==> src/rtl/dlpw_pkg.sv <==
// Shared types and constants for the DDA line pixel walker.
// Used by every module of the block; depends on nothing else.
`default_nettype none

package dlpw_pkg;

    localparam int COORD_W = 12;
    localparam int DELTA_W = 13;
    localparam int COLOR_W = 24;
    localparam int ADDR_W  = 24;

    localparam int SCREEN_WIDTH  = 1024;
    localparam int SCREEN_HEIGHT = 1024;
    localparam logic signed [DELTA_W-1:0] SCREEN_W_LIM = DELTA_W'(SCREEN_WIDTH);
    localparam logic signed [DELTA_W-1:0] SCREEN_H_LIM = DELTA_W'(SCREEN_HEIGHT);

    // Request codes.
    localparam logic REQ_LOAD = 1'b0;
    localparam logic REQ_STEP = 1'b1;

    // Configuration register indexes and reset values.
    localparam int CFG_DATA_W = 14;
    localparam int CFG_ADDR_W = 1;
    localparam logic [CFG_ADDR_W-1:0] REG_LINE_STRIDE    = 1'b0;
    localparam logic [CFG_ADDR_W-1:0] REG_BITS_PER_PIXEL = 1'b1;
    localparam logic [13:0] STRIDE_RESET = 14'd4096;
    localparam logic [5:0]  BPP_RESET    = 6'd32;

    // Command queue between the front and the back.
    localparam int QDEPTH = 2;
    localparam int QPTR_W = $clog2(QDEPTH);
    localparam int QCNT_W = $clog2(QDEPTH + 1);

    typedef struct packed {
        logic                      req_type;
        logic signed [COORD_W-1:0] start_x;
        logic signed [COORD_W-1:0] start_y;
        logic signed [COORD_W-1:0] end_x;
        logic signed [COORD_W-1:0] end_y;
        logic [COLOR_W-1:0]        line_color;
    } in_item_t;

    typedef struct packed {
        logic                      has_pixel;
        logic signed [COORD_W-1:0] pixel_x;
        logic signed [COORD_W-1:0] pixel_y;
        logic [ADDR_W-1:0]         byte_address;
        logic                      visible;
        logic [COLOR_W-1:0]        pixel_color;
        logic                      last;
    } out_item_t;

    // A classified command: a step, or a load already set up along its major axis.
    typedef struct packed {
        logic                      is_load;
        logic                      major_is_x;
        logic                      maj_neg;
        logic signed [COORD_W-1:0] maj_start;
        logic signed [COORD_W-1:0] min_start;
        logic signed [DELTA_W-1:0] d_minor;
        logic [COORD_W-1:0]        adm;
        logic [COLOR_W-1:0]        color;
    } line_cmd_t;

endpackage

`default_nettype wire

==> src/rtl/dda_line_pixel_walker.sv <==
// DDA line pixel walker, top level. Uses dlpw_pkg, dlpw_front, dlpw_queue, dlpw_back.
// A step beat passes the queue, the coordinate stage, the multiply stage and the output
// register before it shows on the output; loads give no output.
// Throughput: one beat per cycle while the output does not stall, with a two-entry
// command queue between front and back; output stall backs up through the stages and the queue.
// Reset (rst_n low, asynchronous): queue and stages empty, stride 4096, 32 bits per pixel, no line.
`default_nettype none

module dda_line_pixel_walker
    import dlpw_pkg::*;
(
    input  wire logic                  clk,
    input  wire logic                  rst_n,
    input  wire logic                  in_valid,
    output logic                       in_stall,
    input  wire in_item_t              in_item,
    output logic                       out_valid,
    input  wire logic                  out_stall,
    output out_item_t                  out_item,
    input  wire logic                  cfg_we,
    input  wire logic [CFG_ADDR_W-1:0] cfg_addr,
    input  wire logic [CFG_DATA_W-1:0] cfg_wdata
);

    logic      q_full;
    logic      push;
    line_cmd_t push_cmd;
    logic      q_valid;
    logic      pop;
    line_cmd_t head_cmd;

    dlpw_front u_front (
        .in_valid (in_valid),
        .in_stall (in_stall),
        .in_item  (in_item),
        .q_full   (q_full),
        .push     (push),
        .cmd      (push_cmd)
    );

    dlpw_queue u_queue (
        .clk      (clk),
        .rst_n    (rst_n),
        .push     (push),
        .push_cmd (push_cmd),
        .full     (q_full),
        .q_valid  (q_valid),
        .pop      (pop),
        .head_cmd (head_cmd)
    );

    dlpw_back u_back (
        .clk       (clk),
        .rst_n     (rst_n),
        .cfg_we    (cfg_we),
        .cfg_addr  (cfg_addr),
        .cfg_wdata (cfg_wdata),
        .q_valid   (q_valid),
        .q_cmd     (head_cmd),
        .pop       (pop),
        .out_valid (out_valid),
        .out_stall (out_stall),
        .out_item  (out_item)
    );

endmodule

`default_nettype wire

==> src/rtl/dlpw_front.sv <==
// Front part: accepts input beats and classifies them into queue commands.
// Loads are set up here (deltas, major axis, magnitude). Uses dlpw_pkg.
`default_nettype none

module dlpw_front
    import dlpw_pkg::*;
(
    input  wire logic      in_valid,
    output logic           in_stall,
    input  wire in_item_t  in_item,
    input  wire logic      q_full,
    output logic           push,
    output line_cmd_t      cmd
);

    logic signed [DELTA_W-1:0] dx;
    logic signed [DELTA_W-1:0] dy;
    logic [COORD_W-1:0]        adx;
    logic [COORD_W-1:0]        ady;
    logic                      major_x;

    always_comb
    begin
        dx = {in_item.end_x[COORD_W-1], in_item.end_x}
             - {in_item.start_x[COORD_W-1], in_item.start_x};
        dy = {in_item.end_y[COORD_W-1], in_item.end_y}
             - {in_item.start_y[COORD_W-1], in_item.start_y};
        adx = dx[DELTA_W-1] ? COORD_W'(-dx) : COORD_W'(dx);
        ady = dy[DELTA_W-1] ? COORD_W'(-dy) : COORD_W'(dy);
        major_x = (adx >= ady);

        cmd.is_load    = (in_item.req_type == REQ_LOAD);
        cmd.major_is_x = major_x;
        cmd.maj_neg    = major_x ? dx[DELTA_W-1] : dy[DELTA_W-1];
        cmd.maj_start  = major_x ? in_item.start_x : in_item.start_y;
        cmd.min_start  = major_x ? in_item.start_y : in_item.start_x;
        cmd.d_minor    = major_x ? dy : dx;
        cmd.adm        = major_x ? adx : ady;
        cmd.color      = in_item.line_color;
    end

    assign in_stall = q_full;
    assign push     = in_valid && !q_full;

endmodule

`default_nettype wire

==> src/rtl/dlpw_queue.sv <==
// Short command queue that decouples the front from the back.
// Holds QDEPTH classified commands. Uses dlpw_pkg.
`default_nettype none

module dlpw_queue
    import dlpw_pkg::*;
(
    input  wire logic       clk,
    input  wire logic       rst_n,
    input  wire logic       push,
    input  wire line_cmd_t  push_cmd,
    output logic            full,
    output logic            q_valid,
    input  wire logic       pop,
    output line_cmd_t       head_cmd
);

    line_cmd_t         entry [QDEPTH];
    logic [QPTR_W-1:0] wr_ptr_reg;
    logic [QPTR_W-1:0] wr_ptr_next;
    logic [QPTR_W-1:0] rd_ptr_reg;
    logic [QPTR_W-1:0] rd_ptr_next;
    logic [QCNT_W-1:0] count_reg;
    logic [QCNT_W-1:0] count_next;

    assign full     = (count_reg == QCNT_W'(QDEPTH));
    assign q_valid  = (count_reg != '0);
    assign head_cmd = entry[rd_ptr_reg];

    always_comb
    begin
        wr_ptr_next = push ? wr_ptr_reg + 1'b1 : wr_ptr_reg;
        rd_ptr_next = pop ? rd_ptr_reg + 1'b1 : rd_ptr_reg;
        count_next  = count_reg;
        if (push && !pop)
        begin
            count_next = count_reg + 1'b1;
        end
        else if (pop && !push)
        begin
            count_next = count_reg - 1'b1;
        end
    end

    always_ff @(posedge clk or negedge rst_n)
    begin
        if (!rst_n)
        begin
            wr_ptr_reg <= '0;
            rd_ptr_reg <= '0;
            count_reg  <= '0;
        end
        else
        begin
            wr_ptr_reg <= wr_ptr_next;
            rd_ptr_reg <= rd_ptr_next;
            count_reg  <= count_next;
        end
    end

    always_ff @(posedge clk)
    begin
        if (push)
        begin
            entry[wr_ptr_reg] <= push_cmd;
        end
    end

    assert property (@(posedge clk) disable iff (!rst_n)
        count_reg <= QCNT_W'(QDEPTH))
        else $error("queue count exceeds its depth");

    assert property (@(posedge clk) disable iff (!rst_n)
        pop |-> q_valid)
        else $error("pop from an empty queue");

endmodule

`default_nettype wire

==> src/rtl/dlpw_back.sv <==
// Back part: holds the line, walks it one pixel per step command and forms
// the byte address over a coordinate, a multiply and an output stage. Uses dlpw_pkg.
`default_nettype none

module dlpw_back
    import dlpw_pkg::*;
(
    input  wire logic                  clk,
    input  wire logic                  rst_n,
    input  wire logic                  cfg_we,
    input  wire logic [CFG_ADDR_W-1:0] cfg_addr,
    input  wire logic [CFG_DATA_W-1:0] cfg_wdata,
    input  wire logic                  q_valid,
    input  wire line_cmd_t             q_cmd,
    output logic                       pop,
    output logic                       out_valid,
    input  wire logic                  out_stall,
    output out_item_t                  out_item
);

    // Configuration.
    logic [13:0] stride_reg;
    logic [13:0] stride_next;
    logic [5:0]  bpp_reg;
    logic [5:0]  bpp_next;

    // Line walker. The minor coordinate is kept as floor(num / adm) plus a
    // remainder in [0, adm), where num = min_start*adm + d_minor*k.
    logic                      major_x_reg,   major_x_next;
    logic                      maj_neg_reg,   maj_neg_next;
    logic signed [COORD_W-1:0] maj_start_reg, maj_start_next;
    logic signed [DELTA_W-1:0] d_minor_reg,   d_minor_next;
    logic [COORD_W-1:0]        adm_reg,       adm_next;
    logic [DELTA_W-1:0]        k_reg,         k_next;
    logic signed [DELTA_W-1:0] q_reg,         q_next;
    logic [COORD_W-1:0]        rem_reg,       rem_next;
    logic [COLOR_W-1:0]        color_reg,     color_next;

    // Pipeline valids and handshakes.
    logic c_vld_reg, c_vld_next;
    logic m_vld_reg, m_vld_next;
    logic out_valid_reg, out_valid_next;
    logic out_free, m_adv, m_free, c_adv, c_free, step_pop;

    // Coordinate stage.
    logic                      c_hit_reg;
    logic signed [COORD_W-1:0] c_px_reg;
    logic signed [COORD_W-1:0] c_py_reg;
    logic                      c_last_reg;
    logic [COLOR_W-1:0]        c_color_reg;

    // Multiply stage.
    logic                      m_hit_reg;
    logic signed [COORD_W-1:0] m_px_reg;
    logic signed [COORD_W-1:0] m_py_reg;
    logic                      m_last_reg;
    logic [COLOR_W-1:0]        m_color_reg;
    logic signed [26:0]        prod_y_reg, prod_y_next;
    logic signed [18:0]        prod_x_reg, prod_x_next;

    out_item_t out_item_reg, out_item_next;

    // Step arithmetic.
    logic                      hit;
    logic [DELTA_W-1:0]        k_inc;
    logic signed [DELTA_W-1:0] pmaj;
    logic signed [DELTA_W-1:0] pmin;
    logic signed [COORD_W-1:0] px;
    logic signed [COORD_W-1:0] py;
    logic signed [13:0]        rem_sum;
    logic signed [13:0]        adm_ext;

    // Address arithmetic.
    logic signed [18:0]        prod_x_adj;
    logic signed [18:0]        x_bytes;
    logic signed [27:0]        addr;
    logic signed [DELTA_W-1:0] m_px_ext;
    logic signed [DELTA_W-1:0] m_py_ext;
    logic                      vis;

    assign out_free = !out_valid_reg || !out_stall;
    assign m_adv    = m_vld_reg && out_free;
    assign m_free   = !m_vld_reg || m_adv;
    assign c_adv    = c_vld_reg && m_free;
    assign c_free   = !c_vld_reg || c_adv;
    assign pop      = q_valid && (q_cmd.is_load || c_free);
    assign step_pop = pop && !q_cmd.is_load;

    assign out_valid = out_valid_reg;
    assign out_item  = out_item_reg;

    always_comb
    begin
        stride_next = stride_reg;
        bpp_next    = bpp_reg;
        if (cfg_we)
        begin
            unique case (cfg_addr)
                REG_LINE_STRIDE:    stride_next = cfg_wdata;
                REG_BITS_PER_PIXEL: bpp_next    = cfg_wdata[5:0];
                default:            stride_next = stride_reg;
            endcase
        end
    end

    always_comb
    begin
        hit     = (k_reg < {1'b0, adm_reg});
        k_inc   = k_reg + 1'b1;
        pmaj    = maj_neg_reg ? {maj_start_reg[COORD_W-1], maj_start_reg} - k_reg
                              : {maj_start_reg[COORD_W-1], maj_start_reg} + k_reg;
        // Floor to truncation: a negative quotient with a remainder rounds up.
        pmin    = q_reg + ((q_reg[DELTA_W-1] && rem_reg != '0) ? 13'sd1 : 13'sd0);
        px      = major_x_reg ? pmaj[COORD_W-1:0] : pmin[COORD_W-1:0];
        py      = major_x_reg ? pmin[COORD_W-1:0] : pmaj[COORD_W-1:0];
        rem_sum = $signed({2'b00, rem_reg}) + $signed({d_minor_reg[DELTA_W-1], d_minor_reg});
        adm_ext = $signed({2'b00, adm_reg});

        major_x_next   = major_x_reg;
        maj_neg_next   = maj_neg_reg;
        maj_start_next = maj_start_reg;
        d_minor_next   = d_minor_reg;
        adm_next       = adm_reg;
        k_next         = k_reg;
        q_next         = q_reg;
        rem_next       = rem_reg;
        color_next     = color_reg;

        if (pop && q_cmd.is_load)
        begin
            major_x_next   = q_cmd.major_is_x;
            maj_neg_next   = q_cmd.maj_neg;
            maj_start_next = q_cmd.maj_start;
            d_minor_next   = q_cmd.d_minor;
            adm_next       = q_cmd.adm;
            k_next         = '0;
            q_next         = {q_cmd.min_start[COORD_W-1], q_cmd.min_start};
            rem_next       = '0;
            color_next     = q_cmd.color;
        end
        else if (step_pop && hit)
        begin
            k_next = k_inc;
            // |d_minor| <= adm, so one correction step keeps the remainder in range.
            if (rem_sum >= adm_ext)
            begin
                q_next   = q_reg + 13'sd1;
                rem_next = COORD_W'(rem_sum - adm_ext);
            end
            else if (rem_sum < 14'sd0)
            begin
                q_next   = q_reg - 13'sd1;
                rem_next = COORD_W'(rem_sum + adm_ext);
            end
            else
            begin
                rem_next = rem_sum[COORD_W-1:0];
            end
        end
    end

    always_comb
    begin
        c_vld_next     = step_pop ? 1'b1 : (c_adv ? 1'b0 : c_vld_reg);
        m_vld_next     = c_adv ? 1'b1 : (m_adv ? 1'b0 : m_vld_reg);
        out_valid_next = m_adv ? 1'b1 : (out_free ? 1'b0 : out_valid_reg);
    end

    always_comb
    begin
        prod_y_next = 27'($signed({1'b0, stride_reg})) * 27'(c_py_reg);
        prod_x_next = 19'($signed({1'b0, bpp_reg})) * 19'(c_px_reg);
    end

    always_comb
    begin
        // Division by 8 rounds toward zero.
        prod_x_adj = prod_x_reg + (prod_x_reg[18] ? 19'sd7 : 19'sd0);
        x_bytes    = prod_x_adj >>> 3;
        addr       = {prod_y_reg[26], prod_y_reg} + {{9{x_bytes[18]}}, x_bytes};
        m_px_ext   = {m_px_reg[COORD_W-1], m_px_reg};
        m_py_ext   = {m_py_reg[COORD_W-1], m_py_reg};
        vis        = (addr[27:24] == 4'b0000) && (m_px_ext < SCREEN_W_LIM)
                     && (m_py_ext < SCREEN_H_LIM);

        out_item_next = '0;
        if (m_hit_reg)
        begin
            out_item_next.has_pixel    = 1'b1;
            out_item_next.pixel_x      = m_px_reg;
            out_item_next.pixel_y      = m_py_reg;
            out_item_next.byte_address = vis ? addr[ADDR_W-1:0] : '0;
            out_item_next.visible      = vis;
            out_item_next.pixel_color  = m_color_reg;
            out_item_next.last         = m_last_reg;
        end
    end

    always_ff @(posedge clk or negedge rst_n)
    begin
        if (!rst_n)
        begin
            stride_reg    <= STRIDE_RESET;
            bpp_reg       <= BPP_RESET;
            major_x_reg   <= 1'b1;
            maj_neg_reg   <= 1'b0;
            maj_start_reg <= '0;
            d_minor_reg   <= '0;
            adm_reg       <= '0;
            k_reg         <= '0;
            q_reg         <= '0;
            rem_reg       <= '0;
            color_reg     <= '0;
            c_vld_reg     <= 1'b0;
            m_vld_reg     <= 1'b0;
            out_valid_reg <= 1'b0;
        end
        else
        begin
            stride_reg    <= stride_next;
            bpp_reg       <= bpp_next;
            major_x_reg   <= major_x_next;
            maj_neg_reg   <= maj_neg_next;
            maj_start_reg <= maj_start_next;
            d_minor_reg   <= d_minor_next;
            adm_reg       <= adm_next;
            k_reg         <= k_next;
            q_reg         <= q_next;
            rem_reg       <= rem_next;
            color_reg     <= color_next;
            c_vld_reg     <= c_vld_next;
            m_vld_reg     <= m_vld_next;
            out_valid_reg <= out_valid_next;
        end
    end

    always_ff @(posedge clk)
    begin
        if (step_pop)
        begin
            c_hit_reg   <= hit;
            c_px_reg    <= px;
            c_py_reg    <= py;
            c_last_reg  <= (k_inc == {1'b0, adm_reg});
            c_color_reg <= color_reg;
        end
        if (c_adv)
        begin
            m_hit_reg   <= c_hit_reg;
            m_px_reg    <= c_px_reg;
            m_py_reg    <= c_py_reg;
            m_last_reg  <= c_last_reg;
            m_color_reg <= c_color_reg;
            prod_y_reg  <= prod_y_next;
            prod_x_reg  <= prod_x_next;
        end
        if (m_adv)
        begin
            out_item_reg <= out_item_next;
        end
    end

    assert property (@(posedge clk) disable iff (!rst_n)
        k_reg <= {1'b0, adm_reg})
        else $error("step index ran past the line length");

    assert property (@(posedge clk) disable iff (!rst_n)
        (rem_reg == '0) || (rem_reg < adm_reg))
        else $error("minor remainder out of range");

    assert property (@(posedge clk) disable iff (!rst_n)
        out_valid_reg && !out_item_reg.has_pixel |->
            out_item_reg.byte_address == '0 && !out_item_reg.visible
            && !out_item_reg.last && out_item_reg.pixel_color == '0)
        else $error("finished-line beat carries nonzero fields");

    assert property (@(posedge clk) disable iff (!rst_n)
        c_vld_reg && !m_free |=> c_vld_reg && $stable(c_px_reg) && $stable(c_py_reg))
        else $error("coordinate stage lost a pixel while blocked");

endmodule

`default_nettype wire

==> config.mk <==
export PLATFORM = sky130hd
export DESIGN_NAME = dda_line_pixel_walker
export DESIGN_NICKNAME = d
export VERILOG_FILES = /design/src/rtl/dlpw_pkg.sv /design/src/rtl/dda_line_pixel_walker.sv /design/src/rtl/dlpw_front.sv /design/src/rtl/dlpw_queue.sv /design/src/rtl/dlpw_back.sv
export SDC_FILE = /design/constraint.sdc
export NUM_CORES = 1
export LEC_CHECK = 0
export CAP_MARGIN = 20
export CORE_ASPECT_RATIO = 0.7
export CORE_MARGIN = 5
export CORE_UTILIZATION = 45
export CTS_CLUSTER_DIAMETER = 40
export CTS_CLUSTER_SIZE = 25
export DETAILED_ROUTE_END_ITERATION = 7
export DONT_BUFFER_PORTS = 1
export GPL_TIMING_DRIVEN = 0
export PLACE_DENSITY_LB_ADDON = 0.12
export RECOVER_POWER = 25
export SLEW_MARGIN = 20
export SYNTH_ARGS = -nofsm -noshare
export SYNTH_HDL_FRONTEND = slang
export SYNTH_SLANG_ARGS = --single-unit
==> constraint.sdc <==
create_clock -name clk -period 10.2 [get_ports clk]
set_clock_uncertainty 0.05 [all_clocks]
set_input_delay 0.51 -clock clk [delete_from_list [all_inputs] [get_ports clk]]
set_output_delay 0.51 -clock clk [all_outputs]
set_load 0.01 [all_outputs]
==> flow_metrics.env, run 1 <==
export IMPL_synth_common_cells="edfxtp_1, nand2_1, inv_1"
export IMPL_port_buffers=0
export IMPL_root_buffer="clkbuf_16"
export IMPL_synth_edf_count=373
export IMPL_r2r_cells=27
export IMPL_fmax_ghz=0.144
export IMPL_grt_max_degree=129
export IMPL_seq_area_mm2=0.0144
export IMPL_track_usage_pct=22.7
export IMPL_drv_slew=0
export IMPL_final_nets=3733
export IMPL_rows=83
export IMPL_crit_fanout=19
export IMPL_yosysTopAreaCell="edfxtp_1"
export IMPL_clk_pin_slew_ps=60
export IMPL_worstSetupPathType="register to register"
export IMPL_dp_hpwl_mm=70.1
export IMPL_multi_input_area_mm2=0.0174
export IMPL_relSlewSlack_pct=17.5
export IMPL_die_area_mm2=0.0799
export IMPL_cts_tree="yes"
export IMPL_hold_class="input port to register"
export IMPL_area_delta_synth_final_pct=13.6
export IMPL_num_vias=23400
export IMPL_drive_above_1_share_pct=6.77
export IMPL_cp_depth=27
export IMPL_cpPeakStageDelay_ps=440
export IMPL_yosysSeqAreaShare_pct=43.1
export IMPL_fp_coreArea_mm2=0.0734
export IMPL_post_route_util_pct=51.7
export IMPL_nFillCells=6450
export IMPL_clock_sinks=501
export IMPL_synthArstFlopShare_pct=25.5
export IMPL_cp_end_kind="register"
export IMPL_critPathRequiredTime_ps=10610
export IMPL_worst_pin_slew_ps=1240
export IMPL_insertion_delay_ps=640
export IMPL_grt_overflow=0
export IMPL_finalWeightedCongestion=0.914
export IMPL_drc=0
export IMPL_synthDominantCellAreaShare_pct=33.5
export IMPL_setup_viol=0
export IMPL_grt_pass1_wl_mm=140
export IMPL_cts_inserted_buffers=73
export IMPL_synth_main_ff_cell="edfxtp_1"
export IMPL_largest_reg_flops=152
export IMPL_io_pins=170
export IMPL_cts_repair_resized=0
export IMPL_yosysWarnings=0
export IMPL_antenna_found_initial=8
export IMPL_post_drt_wl_per_cell_um=21.1
export IMPL_status="completed"
export IMPL_synth_cells=3073
export IMPL_synth_seq_cells=501
export IMPL_first_pass_iters=5
export IMPL_viasPerCell=5.50
export IMPL_yosys_top_cells_area="edfxtp_1, fa_1, ha_1, dfrtp_1, nand2_1"
export IMPL_htree_levels=3
export IMPL_rsz0062_at_grt="no"
export IMPL_yosysUniqueCellTypes=89
export IMPL_fin_setup_tns_ps=0
export IMPL_fin_crit_sh_pct=68.0
export IMPL_syn_nets=3605
export IMPL_period_minus_slack_ps=6930
export IMPL_hold_violations=0
export IMPL_cpMaxStageDelayCell="fa_1"
export IMPL_drt_wl_total_mm=89.6
export IMPL_drtIter0Drc=1806
export IMPL_worstPathArrival_ps=7340
export IMPL_die_y_um=238
export IMPL_clk_path_buf_depth=3
export IMPL_grt_pass1_vias=23600
export IMPL_cp_num_buf_inv=2
export IMPL_detail_route_antenna_nets=0
export IMPL_critPathLaunchType="register"
export IMPL_synth_area_mm2=0.0334
export IMPL_start_util_pct=45.5
export IMPL_min_delay_path_depth=2
export IMPL_post_synth_top_count_cell="edfxtp_1"
export IMPL_die_w_um=336
export IMPL_cts_setup_buffers=0
export IMPL_maxCapViolations=0
export IMPL_avgSynthCellArea_um2=10.9
export IMPL_crit_family="compound AO/OA/AOI/OAI gates"
==> metal layers <==
metal / GRT usage [%] / vias up / wire length (µm)
met5: 0 / - / 0
met4: 5.33 / 0 / 1830
met3: 5.48 / 113 / 7450
met2: 31.5 / 750 / 36000
met1: 35.6 / 11500 / 44300
li1: - / 11000 / -
==> layout make-up <==
cell class / instances / share of cell area [%]
multi-input cells: 2150 / 45.9
flip-flops and latches: 501 / 38.0
clock buffers: 79 / 4.98
well taps: 977 / 3.22
inverters: 311 / 3.08
clock inverters: 57 / 1.86
repair buffers: 53 / 1.81
plain buffers: 111 / 1.21
diodes: 5 / 0.0330
==> placed cells by master (no fill, tap or decap), types with 9 or more instances in the layout <==
cell and instances:
edfxtp_1 373, nand2_1 312, inv_1 310, ha_1 259, o21ai_0 194, fa_1 180, and2_1 158, nor2_1 135
xnor2_1 128, dfrtp_1 125, a21oi_1 120, mux2i_1 103, clkbuf_1 101, clkbuf_16 74, xor2_1 48, nand3_1 44
dlygate4sd3_1 41, nor2b_1 38, nor3_1 38, a211oi_1 37, a21o_1 29, mux2_2 27, o21a_1 26, nand2b_1 26
and3_1 20, o31ai_1 18, inv_6 16, o21bai_1 14, or3_1 12, nor4_1 11, nand4_1 11, a31oi_1 11
or2_2 10, a21boi_0 9
==> final timing paths <==
kind	slack (ps)	end	from
worst max-delay path	3270	u_back.q_reg[12]$_DFFE_PN0P_	u_back.rem_reg[0]$_DFFE_PN0P_
worst min-delay path	60	u_back.c_vld_reg$_DFFE_PN0P_	out_stall
worst max register to register	3270	u_back.q_reg[12]$_DFFE_PN0P_	u_back.rem_reg[0]$_DFFE_PN0P_
worst min register to register	370	u_back.m_color_reg[16]$_DFFE_PP_	u_back.c_color_reg[16]$_DFFE_PP_
max in group asynchronous	8970	u_back.k_reg[11]$_DFFE_PN0P_	rst_n
min in group asynchronous	550	u_back.m_vld_reg$_DFFE_PN0P_	rst_n
==> stage by stage <==
| step | hold WS (ps) | instance area, µm² | cells | setup slack (ps) |
|---|---|---|---|---|
| 6_report | 55.1 | 38000 | 4244 | 3270 |
| 5_1_grt | 43.8 | 38000 | 4244 | 2810 |
| 4_1_cts | 14.7 | 38000 | 4239 | 3370 |
| 3_5_place_dp | 180 | 35000 | 4061 | 3430 |
| 3_3_place_gp | 178 | 34600 | 4050 | 283 |
| 2_1_floorplan | 164 | 33400 | 3073 | 3590 |
==> repair_timing <==
action                                  CTS  global route
hold buffers                             42             0
endpoints found under the setup margin    0             0
hold endpoints to repair                200             0
==> kinds of logic (layout without fill, tap and decap cells) <==
family                   after synthesis  after routing  share of synthesized area [%]
AND/OR/NAND/NOR                      850            850                           12.4
multiplexers                         130            130                           4.00
XOR/XNOR                             177            177                           4.64
flip-flops                           501            501                           43.1
buffers and inverters                422            611                           4.88
other                                  0              5                              0
AO/OA/AOI/OAI                        554            554                           10.5
adder cells (fa/ha/maj)              439            439                           20.5
Power of run 1 is left out: the tool's default activity adds up to more than one toggle a clock period on the data nets, which glitch-free logic cannot reach.
==> run 2, diff against run 1 <==
==> constraint.sdc (replaced) <==
create_clock -name clk -period 5.63 [get_ports clk]
set_clock_uncertainty 0.05 [all_clocks]
set_input_delay 0.2815 -clock clk [delete_from_list [all_inputs] [get_ports clk]]
set_output_delay 0.2815 -clock clk [all_outputs]
set_load 0.01 [all_outputs]
==> flow_metrics.env, run 2 (same netlist as run 1, synthesis figures left out) <==
export IMPL_worstSetupPathType="register to register"
export IMPL_dp_slack_ps=-1090
export IMPL_rrSetupSlack_ps=-240
export IMPL_area_delta_synth_final_pct=18.9
export IMPL_status="finished, violations left"
export IMPL_cpPeakStageDelay_ps=560
export IMPL_relSlewSlack_pct=-137
export IMPL_violations="hold timing, capacitance limit, slew limit, setup timing"
export IMPL_die_w_um=336
export IMPL_fin_crit_sh_pct=104
export IMPL_final_common_cell="edfxtp_1"
export IMPL_fin_area_mm2=0.0397
export IMPL_clk_path_buf_depth=3
export IMPL_rsz0062_at_grt="yes"
export IMPL_port_buffers=0
export IMPL_cpMaxStageDelayCell="clkbuf_1"
export IMPL_rows=83
export IMPL_grt_overflow=0
export IMPL_critPathRequiredTime_ps=5940
export IMPL_dpl_cell_area_mm2=0.0350
export IMPL_first_pass_iters=8
export IMPL_drv_slew=129
export IMPL_drc=0
export IMPL_worst_pin_slew_ps=3550
export IMPL_min_delay_start="in_item[52]"
export IMPL_final_cells=4342
export IMPL_hold_end="u_queue.entry[0][53]$_DFFE_PP_"
export IMPL_fp_coreArea_mm2=0.0734
export IMPL_root_buffer="clkbuf_16"
export IMPL_worstPathArrival_ps=6180
export IMPL_track_usage_pct=23.2
export IMPL_htree_levels=3
export IMPL_num_vias=23900
export IMPL_cp_end_kind="register"
export IMPL_crit_top_cell="fa_1"
export IMPL_crit_fanout=7
export IMPL_finalWeightedCongestion=0.907
export IMPL_grt_max_degree=129
export IMPL_die_area_mm2=0.0799
export IMPL_drt_wl_total_mm=93.2
export IMPL_maxCapViolations=1
export IMPL_grt_pass1_wl_mm=142
export IMPL_hold_class="input port to register"
export IMPL_min_delay_path_depth=2
export IMPL_cts_inserted_buffers=69
export IMPL_drive_above_1_share_pct=12.9
export IMPL_setup_viol=8
export IMPL_start_util_pct=45.5
export IMPL_worst_slack_ps=-238
export IMPL_drtIter0Drc=1902
export IMPL_viasPerCell=5.50
export IMPL_largest_reg_flops=152
export IMPL_dp_cells=4061
export IMPL_detail_route_antenna_nets=0
export IMPL_clk_pin_slew_ps=60
export IMPL_hold_ws_ps=-5.38
export IMPL_dp_hpwl_mm=70.7
export IMPL_fmax_ghz=0.170
export IMPL_io_pins=170
export IMPL_grt_pass1_vias=23800
export IMPL_clock_sinks=501
export IMPL_mostFrequentLayoutCells="edfxtp_1, nand2_1, inv_1"
export IMPL_cts_tree="yes"
export IMPL_post_drt_wl_per_cell_um=21.5
export IMPL_insertion_delay_ps=630
export IMPL_die_y_um=238
export IMPL_final_nets=3838
export IMPL_r2r_cells=17
export IMPL_r2r_start="u_back.c_py_reg[11]$_DFFE_PP_"
export IMPL_critPathLaunchType="register"
export IMPL_period_minus_slack_ps=5870
export IMPL_antenna_found_initial=6
export IMPL_hold_violations=4
export IMPL_critical_path_cell_chain="buf_6, clkbuf_1, nand2b_1, fa_1, fa_1, fa_1, fa_1, fa_1, inv_1, ha_4, or3_4, o2111ai_4, a21boi_4, a311o_1, a31o_4, a41oi_2, xnor2_2"
export IMPL_reg2reg_to="u_back.prod_y_reg[25]$_DFFE_PP_"
-- run 2: changes by cell type in the layout (fill, tap and decap cells not counted), sizes merged --
cell / before / now
buf: 23 / 117
dlygate4sd3: 41 / 66
clkbuf: 179 / 163
inv: 336 / 341
clkinvlp: 7 / 3
bufinv: 7 / 4
diode: 5 / 2
-- run 2: worst max-delay path by stage --
stage | cells after the start | endpoint | slack (ps) | start
2_1_floorplan | 20 | u_back.prod_y_reg[26]$_DFFE_PP_ | 50 | u_back.c_py_reg[11]$_DFFE_PP_
3_3_place_gp | 1 | u_back.out_item[27]$_SDFFCE_PN0P_ | -1210 | u_back.out_valid$_DFFE_PN0P_
3_5_place_dp | 26 | u_back.q_reg[11]$_DFFE_PN0P_ | -1090 | u_back.rem_reg[0]$_DFFE_PN0P_
4_1_cts | 24 | u_back.q_reg[12]$_DFFE_PN0P_ | -200 | u_back.rem_reg[7]$_DFFE_PN0P_
5_1_grt | 27 | u_back.q_reg[12]$_DFFE_PN0P_ | -450 | u_back.d_minor_reg[0]$_DFFE_PN0P_
6_report | 17 | u_back.prod_y_reg[25]$_DFFE_PP_ | -240 | u_back.c_py_reg[11]$_DFFE_PP_
-- run 2: area by class of cell --
cell class	instances	area, µm²
fill	6324	33700
tap	977	1220
timing repair buffer	166	1610
multi-input combinational	2150	18100
sequential	501	14400
buffer	107	664
clock inverter	55	717
inverter	311	1180
antenna	2	5.00
clock buffer	73	1760
-- run 2: routing by layer --
layer / share of wire (%) / wire length (µm) / track usage, % / up-vias
met2: 41 / 38200 / 32.6 / 811
met1: 49 / 45300 / 36.3 / 11800
met5: 0.023 / 21 / 0 / -
met4: 2.0 / 1900 / 5.34 / 4
li1: - / - / - / 11200
met3: 8.3 / 7730 / 5.29 / 130
-- run 2: critical path: cells and delay by family, from the launching register on --
| kind | cells | cell delay (ps) |
|---|---|---|
| buf+inv | 3 | 750 |
| compound gates | 5 | 1160 |
| flops | 1 | 340 |
| simple gates | 2 | 510 |
| fa+ha+maj | 6 | 2670 |
| xor+xnor | 1 | 120 |
-- run 2: timing repair --
item / 4_1_cts / 5_1_grt
endpoints found under the setup margin: 48 / 135
hold endpoints to repair: 257 / 2
hold buffers: 66 / 1
gates resized for setup: 128 / 153
buffers inserted: 37 / 51
pin swaps: 43 / 98
gates cloned: 0 / 1
-- run 2: stage by stage --
step | util (%) | setup TNS, ps
2_1_floorplan | - | 0
3_3_place_gp | 47.2 | -205700
3_5_place_dp | 47.6 | -58630
4_1_cts | 53.0 | -256
5_1_grt | 54.1 | -3830
6_report | 54.1 | -686
Power of run 2 is left out for the same reason.
